## src/rtl/base64url_stream_codec_unit_assert.svh

```systemverilog
// Assertion macros shared by the codec modules.
`ifndef BASE64URL_STREAM_CODEC_UNIT_ASSERT_SVH
`define BASE64URL_STREAM_CODEC_UNIT_ASSERT_SVH

// Same-cycle implication, disabled while rst is high.
`define B64U_ASSERT_IMPLIES(label, clk, rst, pre, post) \
   label: assert property (@(posedge clk) disable iff (rst) (pre) |-> (post)) \
      else $error("codec assertion failed (same cycle)");

// Next-cycle implication, disabled while rst is high.
`define B64U_ASSERT_NEXT(label, clk, rst, pre, post) \
   label: assert property (@(posedge clk) disable iff (rst) (pre) |=> (post)) \
      else $error("codec assertion failed (next cycle)");

`endif

```

## src/rtl/b64u_pkg.sv

```systemverilog
`timescale 1ns / 1ps

package b64u_pkg;

   // Default depth of the group queue between front and back.
   localparam int unsigned QueueDepth = 2;

   localparam logic [7:0] PadChar   = 8'h3D;
   localparam logic [7:0] DashChar  = 8'h2D;
   localparam logic [7:0] UnderChar = 8'h5F;

   typedef enum logic {
      MODE_ENCODE,
      MODE_DECODE
   } mode_type;

   // What the back end has to do with one queued group.
   typedef enum logic [1:0] {
      GRP_ENCODE,
      GRP_DECODE,
      GRP_ERROR
   } grp_kind_type;

   typedef struct packed {
      grp_kind_type    kind;
      logic [3:0][7:0] items;   // items[0] is the first word of the group
      logic [1:0]      nbytes;  // encode only: 1 to 3 real bytes
      logic            last;
   } grp_cmd_type;

   // Six-bit value to its URL-safe character.
   function automatic logic [7:0] sextet_to_char(input logic [5:0] v);
      logic [7:0] c;
      if (v < 6'd26) begin
         c = 8'h41 + {2'b00, v};
      end else if (v < 6'd52) begin
         c = 8'h61 + {2'b00, v} - 8'd26;
      end else if (v < 6'd62) begin
         c = 8'h30 + {2'b00, v} - 8'd52;
      end else if (v == 6'd62) begin
         c = DashChar;
      end else begin
         c = UnderChar;
      end
      return c;
   endfunction

   // Character to {valid, six-bit value}; valid is low outside the alphabet.
   function automatic logic [6:0] char_to_sextet(input logic [7:0] c);
      logic [6:0] r;
      if (c >= 8'h41 && c <= 8'h5A) begin
         r = {1'b1, 6'(c - 8'h41)};
      end else if (c >= 8'h61 && c <= 8'h7A) begin
         r = {1'b1, 6'(c - 8'h61 + 8'd26)};
      end else if (c >= 8'h30 && c <= 8'h39) begin
         r = {1'b1, 6'(c - 8'h30 + 8'd52)};
      end else if (c == DashChar) begin
         r = {1'b1, 6'd62};
      end else if (c == UnderChar) begin
         r = {1'b1, 6'd63};
      end else begin
         r = 7'd0;
      end
      return r;
   endfunction

endpackage

```

## src/rtl/base64url_stream_codec_unit.sv

```systemverilog
// A closed group passes through the group queue, then the group register, and its first
// result word through the output register; a busy group register or low rsp_ready stalls.
// Throughput: one input word per cycle into a group queue while it has room; the back
// end sends one result word per cycle while the consumer keeps up. Encoding is limited
// by the output serializer, decoding by the input side. Reset (synchronous, active high)
// clears the mode to encode, the group count, the queue and the back end's valid flags.
`timescale 1ns / 1ps

module base64url_stream_codec_unit import b64u_pkg::*; #(
   parameter int unsigned QUEUE_DEPTH = QueueDepth
) (
   input  logic       clock,
   input  logic       reset,
   input  logic       csr_write_enable,
   input  logic       csr_write_data,
   input  logic       req_valid,
   output logic       req_ready,
   input  logic [7:0] req_data_byte,
   input  logic       req_last,
   output logic       rsp_valid,
   input  logic       rsp_ready,
   output logic [7:0] rsp_out_byte,
   output logic       rsp_last_out,
   output logic       rsp_length_error
);

   logic        queue_full;
   logic        push;
   logic        pop;
   logic        head_valid;
   grp_cmd_type push_cmd;
   grp_cmd_type head_cmd;

   // Front end: mode register and group gathering.
   b64u_front u_front (
      .clock            (clock),
      .reset            (reset),
      .csr_write_enable (csr_write_enable),
      .csr_write_data   (csr_write_data),
      .req_valid        (req_valid),
      .req_ready        (req_ready),
      .req_data_byte    (req_data_byte),
      .req_last         (req_last),
      .queue_full       (queue_full),
      .push             (push),
      .cmd              (push_cmd)
   );

   // Group queue between the two halves.
   b64u_queue #(
      .DEPTH (QUEUE_DEPTH)
   ) u_queue (
      .clock      (clock),
      .reset      (reset),
      .push       (push),
      .push_cmd   (push_cmd),
      .pop        (pop),
      .full       (queue_full),
      .head_valid (head_valid),
      .head_cmd   (head_cmd)
   );

   // Back end: conversion and result serializer.
   b64u_back u_back (
      .clock            (clock),
      .reset            (reset),
      .head_valid       (head_valid),
      .head_cmd         (head_cmd),
      .pop              (pop),
      .rsp_valid        (rsp_valid),
      .rsp_ready        (rsp_ready),
      .rsp_out_byte     (rsp_out_byte),
      .rsp_last_out     (rsp_last_out),
      .rsp_length_error (rsp_length_error)
   );

endmodule

```

## src/rtl/b64u_front.sv

```systemverilog
`timescale 1ns / 1ps

module b64u_front import b64u_pkg::*; (
   input  logic        clock,
   input  logic        reset,
   input  logic        csr_write_enable,
   input  logic        csr_write_data,
   input  logic        req_valid,
   output logic        req_ready,
   input  logic [7:0]  req_data_byte,
   input  logic        req_last,
   input  logic        queue_full,
   output logic        push,
   output grp_cmd_type cmd
);

   mode_type   mode_ff;
   logic [1:0] count_ff, count_in;
   logic [7:0] held_ff [3];
   logic [7:0] held_in [3];
   logic       accept;

   // A word is taken whenever the queue has room for the group it may close.
   assign req_ready = !queue_full;
   assign accept    = req_valid && !queue_full;

   // Mode register.
   always_ff @(posedge clock) begin
      if (reset) begin
         mode_ff <= MODE_ENCODE;
      end else if (csr_write_enable) begin
         mode_ff <= mode_type'(csr_write_data);
      end
   end

   // Gather words into groups and hand closed groups to the queue.
   always_comb begin
      count_in   = count_ff;
      held_in    = held_ff;
      push       = 1'b0;
      cmd        = '0;
      cmd.kind   = GRP_ENCODE;
      cmd.last   = req_last;
      if (accept) begin
         if (mode_ff == MODE_ENCODE) begin
            if (count_ff < 2'd2 && !req_last) begin
               held_in[count_ff] = req_data_byte;
               count_in          = count_ff + 2'd1;
            end else begin
               push     = 1'b1;
               count_in = 2'd0;
               if (count_ff >= 2'd2) begin
                  cmd.items  = {8'd0, req_data_byte, held_ff[1], held_ff[0]};
                  cmd.nbytes = 2'd3;
               end else if (count_ff == 2'd1) begin
                  cmd.items  = {8'd0, 8'd0, req_data_byte, held_ff[0]};
                  cmd.nbytes = 2'd2;
               end else begin
                  cmd.items  = {8'd0, 8'd0, 8'd0, req_data_byte};
                  cmd.nbytes = 2'd1;
               end
            end
         end else begin
            if (count_ff < 2'd3) begin
               if (req_last) begin
                  // Short final group: one error word, the group is dropped.
                  push     = 1'b1;
                  cmd.kind = GRP_ERROR;
                  count_in = 2'd0;
               end else begin
                  held_in[count_ff] = req_data_byte;
                  count_in          = count_ff + 2'd1;
               end
            end else begin
               push      = 1'b1;
               cmd.kind  = GRP_DECODE;
               cmd.items = {req_data_byte, held_ff[2], held_ff[1], held_ff[0]};
               count_in  = 2'd0;
            end
         end
      end
   end

   always_ff @(posedge clock) begin
      if (reset) begin
         count_ff <= 2'd0;
      end else begin
         count_ff <= count_in;
      end
   end

   always_ff @(posedge clock) begin
      held_ff <= held_in;
   end

endmodule

```

## src/rtl/b64u_queue.sv

```systemverilog
`timescale 1ns / 1ps
`include "base64url_stream_codec_unit_assert.svh"

module b64u_queue import b64u_pkg::*; #(
   parameter int unsigned DEPTH = QueueDepth
) (
   input  logic        clock,
   input  logic        reset,
   input  logic        push,
   input  grp_cmd_type push_cmd,
   input  logic        pop,
   output logic        full,
   output logic        head_valid,
   output grp_cmd_type head_cmd
);

   localparam int unsigned IdxWidth = (DEPTH > 1) ? $clog2(DEPTH) : 1;
   localparam int unsigned CntWidth = $clog2(DEPTH + 1);
   localparam logic [IdxWidth-1:0] LastIdx = IdxWidth'(DEPTH - 1);

   grp_cmd_type         entry_ff [DEPTH];
   logic [IdxWidth-1:0] wr_ptr_ff, wr_ptr_in;
   logic [IdxWidth-1:0] rd_ptr_ff, rd_ptr_in;
   logic [CntWidth-1:0] count_ff, count_in;

   assign full       = (count_ff == CntWidth'(DEPTH));
   assign head_valid = (count_ff != '0);
   assign head_cmd   = entry_ff[rd_ptr_ff];

   // Pointer and fill count update.
   always_comb begin
      wr_ptr_in = wr_ptr_ff;
      rd_ptr_in = rd_ptr_ff;
      count_in  = count_ff;
      if (push) begin
         wr_ptr_in = (wr_ptr_ff == LastIdx) ? '0 : wr_ptr_ff + 1'b1;
      end
      if (pop) begin
         rd_ptr_in = (rd_ptr_ff == LastIdx) ? '0 : rd_ptr_ff + 1'b1;
      end
      if (push && !pop) begin
         count_in = count_ff + 1'b1;
      end else if (pop && !push) begin
         count_in = count_ff - 1'b1;
      end
   end

   always_ff @(posedge clock) begin
      if (reset) begin
         wr_ptr_ff <= '0;
         rd_ptr_ff <= '0;
         count_ff  <= '0;
      end else begin
         wr_ptr_ff <= wr_ptr_in;
         rd_ptr_ff <= rd_ptr_in;
         count_ff  <= count_in;
      end
   end

   always_ff @(posedge clock) begin
      if (push) begin
         entry_ff[wr_ptr_ff] <= push_cmd;
      end
   end

   // The front never pushes into a full queue and the back never pops an empty one.
   `B64U_ASSERT_IMPLIES(a_no_overflow, clock, reset, push, !full)
   `B64U_ASSERT_IMPLIES(a_no_underflow, clock, reset, pop, head_valid)

endmodule

```

## src/rtl/b64u_back.sv

```systemverilog
`timescale 1ns / 1ps
`include "base64url_stream_codec_unit_assert.svh"

module b64u_back import b64u_pkg::*; (
   input  logic        clock,
   input  logic        reset,
   input  logic        head_valid,
   input  grp_cmd_type head_cmd,
   output logic        pop,
   output logic        rsp_valid,
   input  logic        rsp_ready,
   output logic [7:0]  rsp_out_byte,
   output logic        rsp_last_out,
   output logic        rsp_length_error
);

   // Group being serialized.
   logic            grp_valid_ff;
   logic [3:0][7:0] grp_words_ff;
   logic [1:0]      grp_idx_ff;
   logic [1:0]      grp_last_idx_ff;
   logic            grp_last_ff;
   logic            grp_err_ff;

   // Output register.
   logic            rsp_valid_ff;
   logic [7:0]      rsp_byte_ff;
   logic            rsp_last_ff;
   logic            rsp_err_ff;

   // Expanded head of the queue.
   logic [3:0][7:0] exp_words;
   logic [1:0]      exp_last_idx;
   logic            exp_err;
   logic [6:0]      dec0, dec1, dec2, dec3;
   logic [5:0]      s0, s1, s2, s3;
   logic            pad2, pad3;

   logic            out_free;
   logic            emit;
   logic            grp_done;

   assign out_free = !rsp_valid_ff || rsp_ready;
   assign emit     = grp_valid_ff && out_free;
   assign grp_done = emit && (grp_idx_ff == grp_last_idx_ff);
   assign pop      = head_valid && (!grp_valid_ff || grp_done);

   // Turn the queued group into the words it produces.
   always_comb begin
      exp_words    = '0;
      exp_last_idx = 2'd0;
      exp_err      = 1'b0;
      s0           = head_cmd.items[0][7:2];
      s1           = {head_cmd.items[0][1:0], head_cmd.items[1][7:4]};
      s2           = {head_cmd.items[1][3:0], head_cmd.items[2][7:6]};
      s3           = head_cmd.items[2][5:0];
      dec0         = char_to_sextet(head_cmd.items[0]);
      dec1         = char_to_sextet(head_cmd.items[1]);
      dec2         = char_to_sextet(head_cmd.items[2]);
      dec3         = char_to_sextet(head_cmd.items[3]);
      pad2         = (head_cmd.items[2] == PadChar);
      pad3         = (head_cmd.items[3] == PadChar);
      unique case (head_cmd.kind)
         GRP_ENCODE: begin
            exp_words[0] = sextet_to_char(s0);
            exp_words[1] = sextet_to_char(s1);
            exp_words[2] = (head_cmd.nbytes >= 2'd2) ? sextet_to_char(s2) : PadChar;
            exp_words[3] = (head_cmd.nbytes == 2'd3) ? sextet_to_char(s3) : PadChar;
            exp_last_idx = 2'd3;
         end
         GRP_DECODE: begin
            // Padding zeroes the covered places; any bad character zeroes the group.
            if (pad3 && pad2) begin
               if (dec0[6] && dec1[6]) begin
                  exp_words[0] = {dec0[5:0], dec1[5:4]};
               end
            end else if (pad3) begin
               if (dec0[6] && dec1[6] && dec2[6]) begin
                  exp_words[0] = {dec0[5:0], dec1[5:4]};
                  exp_words[1] = {dec1[3:0], dec2[5:2]};
               end
            end else if (dec0[6] && dec1[6] && dec2[6] && dec3[6]) begin
               exp_words[0] = {dec0[5:0], dec1[5:4]};
               exp_words[1] = {dec1[3:0], dec2[5:2]};
               exp_words[2] = {dec2[1:0], dec3[5:0]};
            end
            // Only a final group is shortened by its padding.
            if (head_cmd.last && pad3) begin
               exp_last_idx = pad2 ? 2'd0 : 2'd1;
            end else begin
               exp_last_idx = 2'd2;
            end
         end
         GRP_ERROR: begin
            exp_err = 1'b1;
         end
         default: begin
            exp_err = 1'b1;
         end
      endcase
   end

   // Group register control.
   always_ff @(posedge clock) begin
      if (reset) begin
         grp_valid_ff <= 1'b0;
         grp_idx_ff   <= 2'd0;
      end else if (pop) begin
         grp_valid_ff <= 1'b1;
         grp_idx_ff   <= 2'd0;
      end else if (grp_done) begin
         grp_valid_ff <= 1'b0;
      end else if (emit) begin
         grp_idx_ff <= grp_idx_ff + 2'd1;
      end
   end

   always_ff @(posedge clock) begin
      if (pop) begin
         grp_words_ff    <= exp_words;
         grp_last_idx_ff <= exp_last_idx;
         grp_last_ff     <= head_cmd.last;
         grp_err_ff      <= exp_err;
      end
   end

   // Output register: one word per cycle while the consumer keeps up.
   always_ff @(posedge clock) begin
      if (reset) begin
         rsp_valid_ff <= 1'b0;
      end else if (emit) begin
         rsp_valid_ff <= 1'b1;
      end else if (rsp_ready) begin
         rsp_valid_ff <= 1'b0;
      end
   end

   always_ff @(posedge clock) begin
      if (emit) begin
         rsp_byte_ff <= grp_words_ff[grp_idx_ff];
         rsp_last_ff <= grp_last_ff && (grp_idx_ff == grp_last_idx_ff);
         rsp_err_ff  <= grp_err_ff;
      end
   end

   assign rsp_valid        = rsp_valid_ff;
   assign rsp_out_byte     = rsp_byte_ff;
   assign rsp_last_out     = rsp_last_ff;
   assign rsp_length_error = rsp_err_ff;

   // An error word is always a zero byte that closes the message.
   `B64U_ASSERT_IMPLIES(a_err_form, clock, reset, rsp_valid_ff && rsp_err_ff, rsp_last_ff && rsp_byte_ff == 8'd0)
   // The word index never runs past the group's last word.
   `B64U_ASSERT_IMPLIES(a_idx_range, clock, reset, grp_valid_ff, grp_idx_ff <= grp_last_idx_ff)
   // Reset leaves nothing pending on the output side.
   `B64U_ASSERT_NEXT(a_reset_clears, clock, 1'b0, reset, !rsp_valid_ff && !grp_valid_ff)

endmodule

```

## config.mk

```make
export PLATFORM = sky130hd
export DESIGN_NAME = base64url_stream_codec_unit
export DESIGN_NICKNAME = d
export VERILOG_FILES = /design/src/rtl/b64u_pkg.sv /design/src/rtl/base64url_stream_codec_unit.sv /design/src/rtl/b64u_front.sv /design/src/rtl/b64u_queue.sv /design/src/rtl/b64u_back.sv
export VERILOG_INCLUDE_DIRS = /design/src /design/src/rtl
export SDC_FILE = /design/constraint.sdc
export NUM_CORES = 1
export LEC_CHECK = 0
export ABC_AREA = 0
export BUFFER_PORTS_ARGS = -buffer_cell sky130_fd_sc_hd__buf_2
export CAP_MARGIN = 10
export CELL_PAD_IN_SITES_DETAIL_PLACEMENT = 2
export CELL_PAD_IN_SITES_GLOBAL_PLACEMENT = 2
export CORE_ASPECT_RATIO = 1.2
export CORE_MARGIN = 5
export CORE_UTILIZATION = 42
export CTS_CLUSTER_DIAMETER = 200
export CTS_CLUSTER_SIZE = 10
export DETAILED_ROUTE_END_ITERATION = 8
export PLACE_DENSITY_LB_ADDON = 0.1
export SYNTH_ARGS = -nofsm -noshare
export SYNTH_HDL_FRONTEND = slang
export SYNTH_SLANG_ARGS = --single-unit
```

## constraint.sdc

```tcl
create_clock -name clock -period 4.8 [get_ports clock]
set_clock_uncertainty 0.1 [all_clocks]
set_input_delay 0.24 -clock clock [delete_from_list [all_inputs] [get_ports clock]]
set_output_delay 0.24 -clock clock [all_outputs]
set_load 0.005 [all_outputs]
```

==> impl_results.md <==
* Worst R2R Path Depth at 9
* Worst hold endpoint: u_front.held_ff[4]$_DFFE_PP_
* Shortest period the worst path allows at between 4000 and 5000 ps
* Part of the Yosys area used for sequential elements at 0.420
* Number of gates given a new drive strength after cts at 0
* Global-route total usage across every layer at 0.261
* IO Port Bufs at 26
* Area inside the core boundary at about 0.026 mm^2
* Final period utilization at 0.935
* Setup TNS Final at 0 ps
* Top library cells by usage in the layout, fill and taps aside: edfxtp_1, nand2_1, nor2_1
* Crit path capture type: register
* Number of rows created at floorplan at 64
* EDFF count, synth at ~140
* Via-to-Cell Ratio at roughly 6.2
* Chip height at 186 um
* Setup violations, final at 0
* Post-DP HPWL at ~28,000 um
* H-tree levels at 4
* Number of DRC markers after the initial detailed-route iteration at 562
* TritonCTS Buffers at 17
* Area growth, synth to finish at 11.9%
* DRT Wirelength at 37,500 um
* Cell type with the largest total area after synthesis: edfxtp_1
* Cell depth of the worst hold path at 1
* Width of the die at roughly 160 um
* Max Cap Viol at 0
* Cell types occupying the most area after synthesis: edfxtp_1, ha_1, a21oi_1, o21ai_0, nand2_1
* Die area at ~0.029 mm^2
* Kind of start point of the critical path: register
* Clock root buffer: clkbuf_16
* Async set-reset flop share out of synthesis at 0
* Effective utilization at floorplan at 0.426
* Total nets after synthesis at approximately 1,200
* Tightest Pin Transition at approximately 1200 ps
* Type of the tightest min-delay check: primary input to register
* Area fraction of the dominant cell type after synthesis at 0.398
* Setup slack of the most critical reg-to-reg path at approximately 310 ps
* Warnings, synthesis at 0
* Static Leak at 4.42 nW
* Number of global-route vias before repair at ~9,900
* Yosys cell types at 94
* Clock transition at path regs at around 70 ps
* Total power at between 6 and 7 mW
* Critical path fanouts, max at 53
* Worst slack, placed at around 320 ps
* Number of hold violations in the final report at 0
* Residual overflow from global routing at 0
* Critical setup path kind: register to register
* Mean area per synthesized cell at roughly 10 um^2
* Pin count of the biggest net entering global routing at 54
* TritonCTS clock tree: built
* Final Max Slew Viols at 0
* RSZ-0062 raised after global routing: no
* Commonest non-fill, non-tap cell in the layout: edfxtp_1
* Nets at between 1,000 and 1,500
* Leading register cell type out of synthesis: edfxtp_1
* Clock latency at the later pin of the worst-skew pair at between 400 and 500 ps
* CTS sink count at 156
* Post-synth design cell area at about 0.011 mm^2
* Fraction of layout cells with a size suffix above 1 at 0.129
* Normalized max-slew margin at 0.199
* Flops & latches, synth at approximately 160
* Maximum operating frequency at roughly 0.22 GHz
* Wire length of the first global-routing pass at 58,500 um
* Detailed Routing Iterations Pass 1 at 5
* Result of the run: finished clean
* Maximum clock path buffer count at 2
* Worst EP required at ~4900 ps
* Number of antenna violations at the first check in global routing at 1
* Final weighted congestion in routability-driven placement at 0.943
* Post-route ant nets at 0
* Gate count after technology mapping at about 1,100
* Via total after detailed routing at a little over 9,000
* Ports at 27
* Peak supply drop at approximately 330 uV
* WP data arrival at around 4600 ps
* Beginning of the worst hold path: req_data_byte[4]
* Power density over the cells at ~560 mW/mm^2
* Slack of the critical path at roughly 310 ps
* Final routed DRC violation total at 0
* Capture point of the worst reg-to-reg path: u_back.grp_words_ff[2]$_SDFFCE_PP0P_
* Final routed wire length divided by cell count at ~26 um
## through the flow
step | hold WS [ps] | instances | instance area [um^2] | util
detailed placement | 311 | 1428 | 11500 | 0.449
CTS | 2.25 | 1464 | 12200 | 0.476
global route | 2.53 | 1464 | 12200 | 0.476
finish | 11.8 | 1466 | 12200 | 0.476
floorplan | 219 | 1075 | 10900 | -
global placement | 304 | 1428 | 11500 | 0.449
## flip-flops by register name, indices dropped and copies added, names as in the netlist, named ones only
name	flops
u_back.grp_err_ff	1
u_back.grp_idx_ff	2
u_back.grp_last_ff	1
u_back.grp_last_idx_ff	2
u_back.grp_valid_ff	1
u_back.grp_words_ff	32
u_back.rsp_last_out	1
u_back.rsp_length_error	1
u_back.rsp_out_byte	8
u_back.rsp_valid	1
u_front.count_ff	2
u_front.held_ff	24
u_front.mode_ff	1
u_queue.count_ff	2
u_queue.entry_ff	74
u_queue.rd_ptr_ff	1
u_queue.wr_ptr_ff	1
## repair_timing
item | in CTS | in global routing
buffers inserted | 0 | 0
hold buffers | 4 | 0
hold endpoints to repair | 4 | 0
## worst max path at each step
| stage | start | endpoint | cells after the start | slack, ps |
|---|---|---|---|---|
| after floorplan | u_front.count_ff[1]$_SDFFE_PP0P_ | u_queue.entry_ff[0][0]$_DFFE_PP_ | 4 | 900 |
| after global routing | register | u_back.grp_words_ff[2]$_SDFFCE_PP0P_ | 9 | 170 |
| after detailed placement | register | u_back.grp_words_ff[2]$_SDFFCE_PP0P_ | 9 | 320 |
| after global placement | register | u_back.grp_words_ff[2]$_SDFFCE_PP0P_ | 9 | 490 |
| after CTS | register | u_back.grp_words_ff[2]$_SDFFCE_PP0P_ | 9 | 280 |
| final | register | u_back.grp_words_ff[2]$_SDFFCE_PP0P_ | 9 | 310 |
## synth_stat cells (12+ instances only)
cell type  instances
xnor2_1           34
edfxtp_1         144
o22ai_1           12
o21ai_0           68
mux2i_1           27
nor2b_1           16
and2_1            15
a21oi_1           70
nor3_1            30
a31oi_1           15
o211ai_1          13
nand2_1           80
nand2b_1          17
a22o_1            19
nand4_1           12
and3_1            23
ha_1              71
inv_1             43
nand3_1           39
dfxtp_1           12
nor2_1            72
clkbuf_1          24
## area by class of cell
type / instances / area, um^2
fill: 2667 / 13400
multi-input combinational: 831 / 5920
sequential: 156 / 4570
clock buffer: 18 / 429
timing repair buffer: 64 / 425
tap: 330 / 413
clock inverter: 14 / 206
inverter: 51 / 191
antenna: 2 / 5.00
## metal layers
metal  GRT usage  part of all wire  up-vias
li1            -                 -     4176
met1       0.334              0.44     4631
met2       0.446              0.49      199
met3      0.0435             0.037       58
met4       0.100             0.033        0
met5           0                 0        -
## critical path: stages (launching register included)
cell and delay, ps:
dfxtp_4 800, mux2i_1 690, inv_1 240, ha_1 330, and4_1 210, nor3_1 550, or2_1 440, nand2_1 210
a211o_1 390, a22o_1 250
## logic make-up after synthesis
| kind of cell | Yosys count | synth area share |
|---|---|---|
| muxes | 52 | 0.0625 |
| adders and majority gates | 71 | 0.0817 |
| DFF | 156 | 0.420 |
| xor gates and xnor gates | 44 | 0.0355 |
| buffers and inverters | 88 | 0.0358 |
| AOI/OAI and AO/OA | 304 | 0.191 |
| and+or+nand+nor | 360 | 0.174 |
## report_power, final
part	total [mW]	internal [mW]	leakage (nW)	switching, mW
registers	2.08	1.84	1.45	0.238
clock network	1.50	0.883	0.300	0.613
logic	3.20	1.16	2.67	2.04
Note: power is estimated with default switching activity, not from simulation.
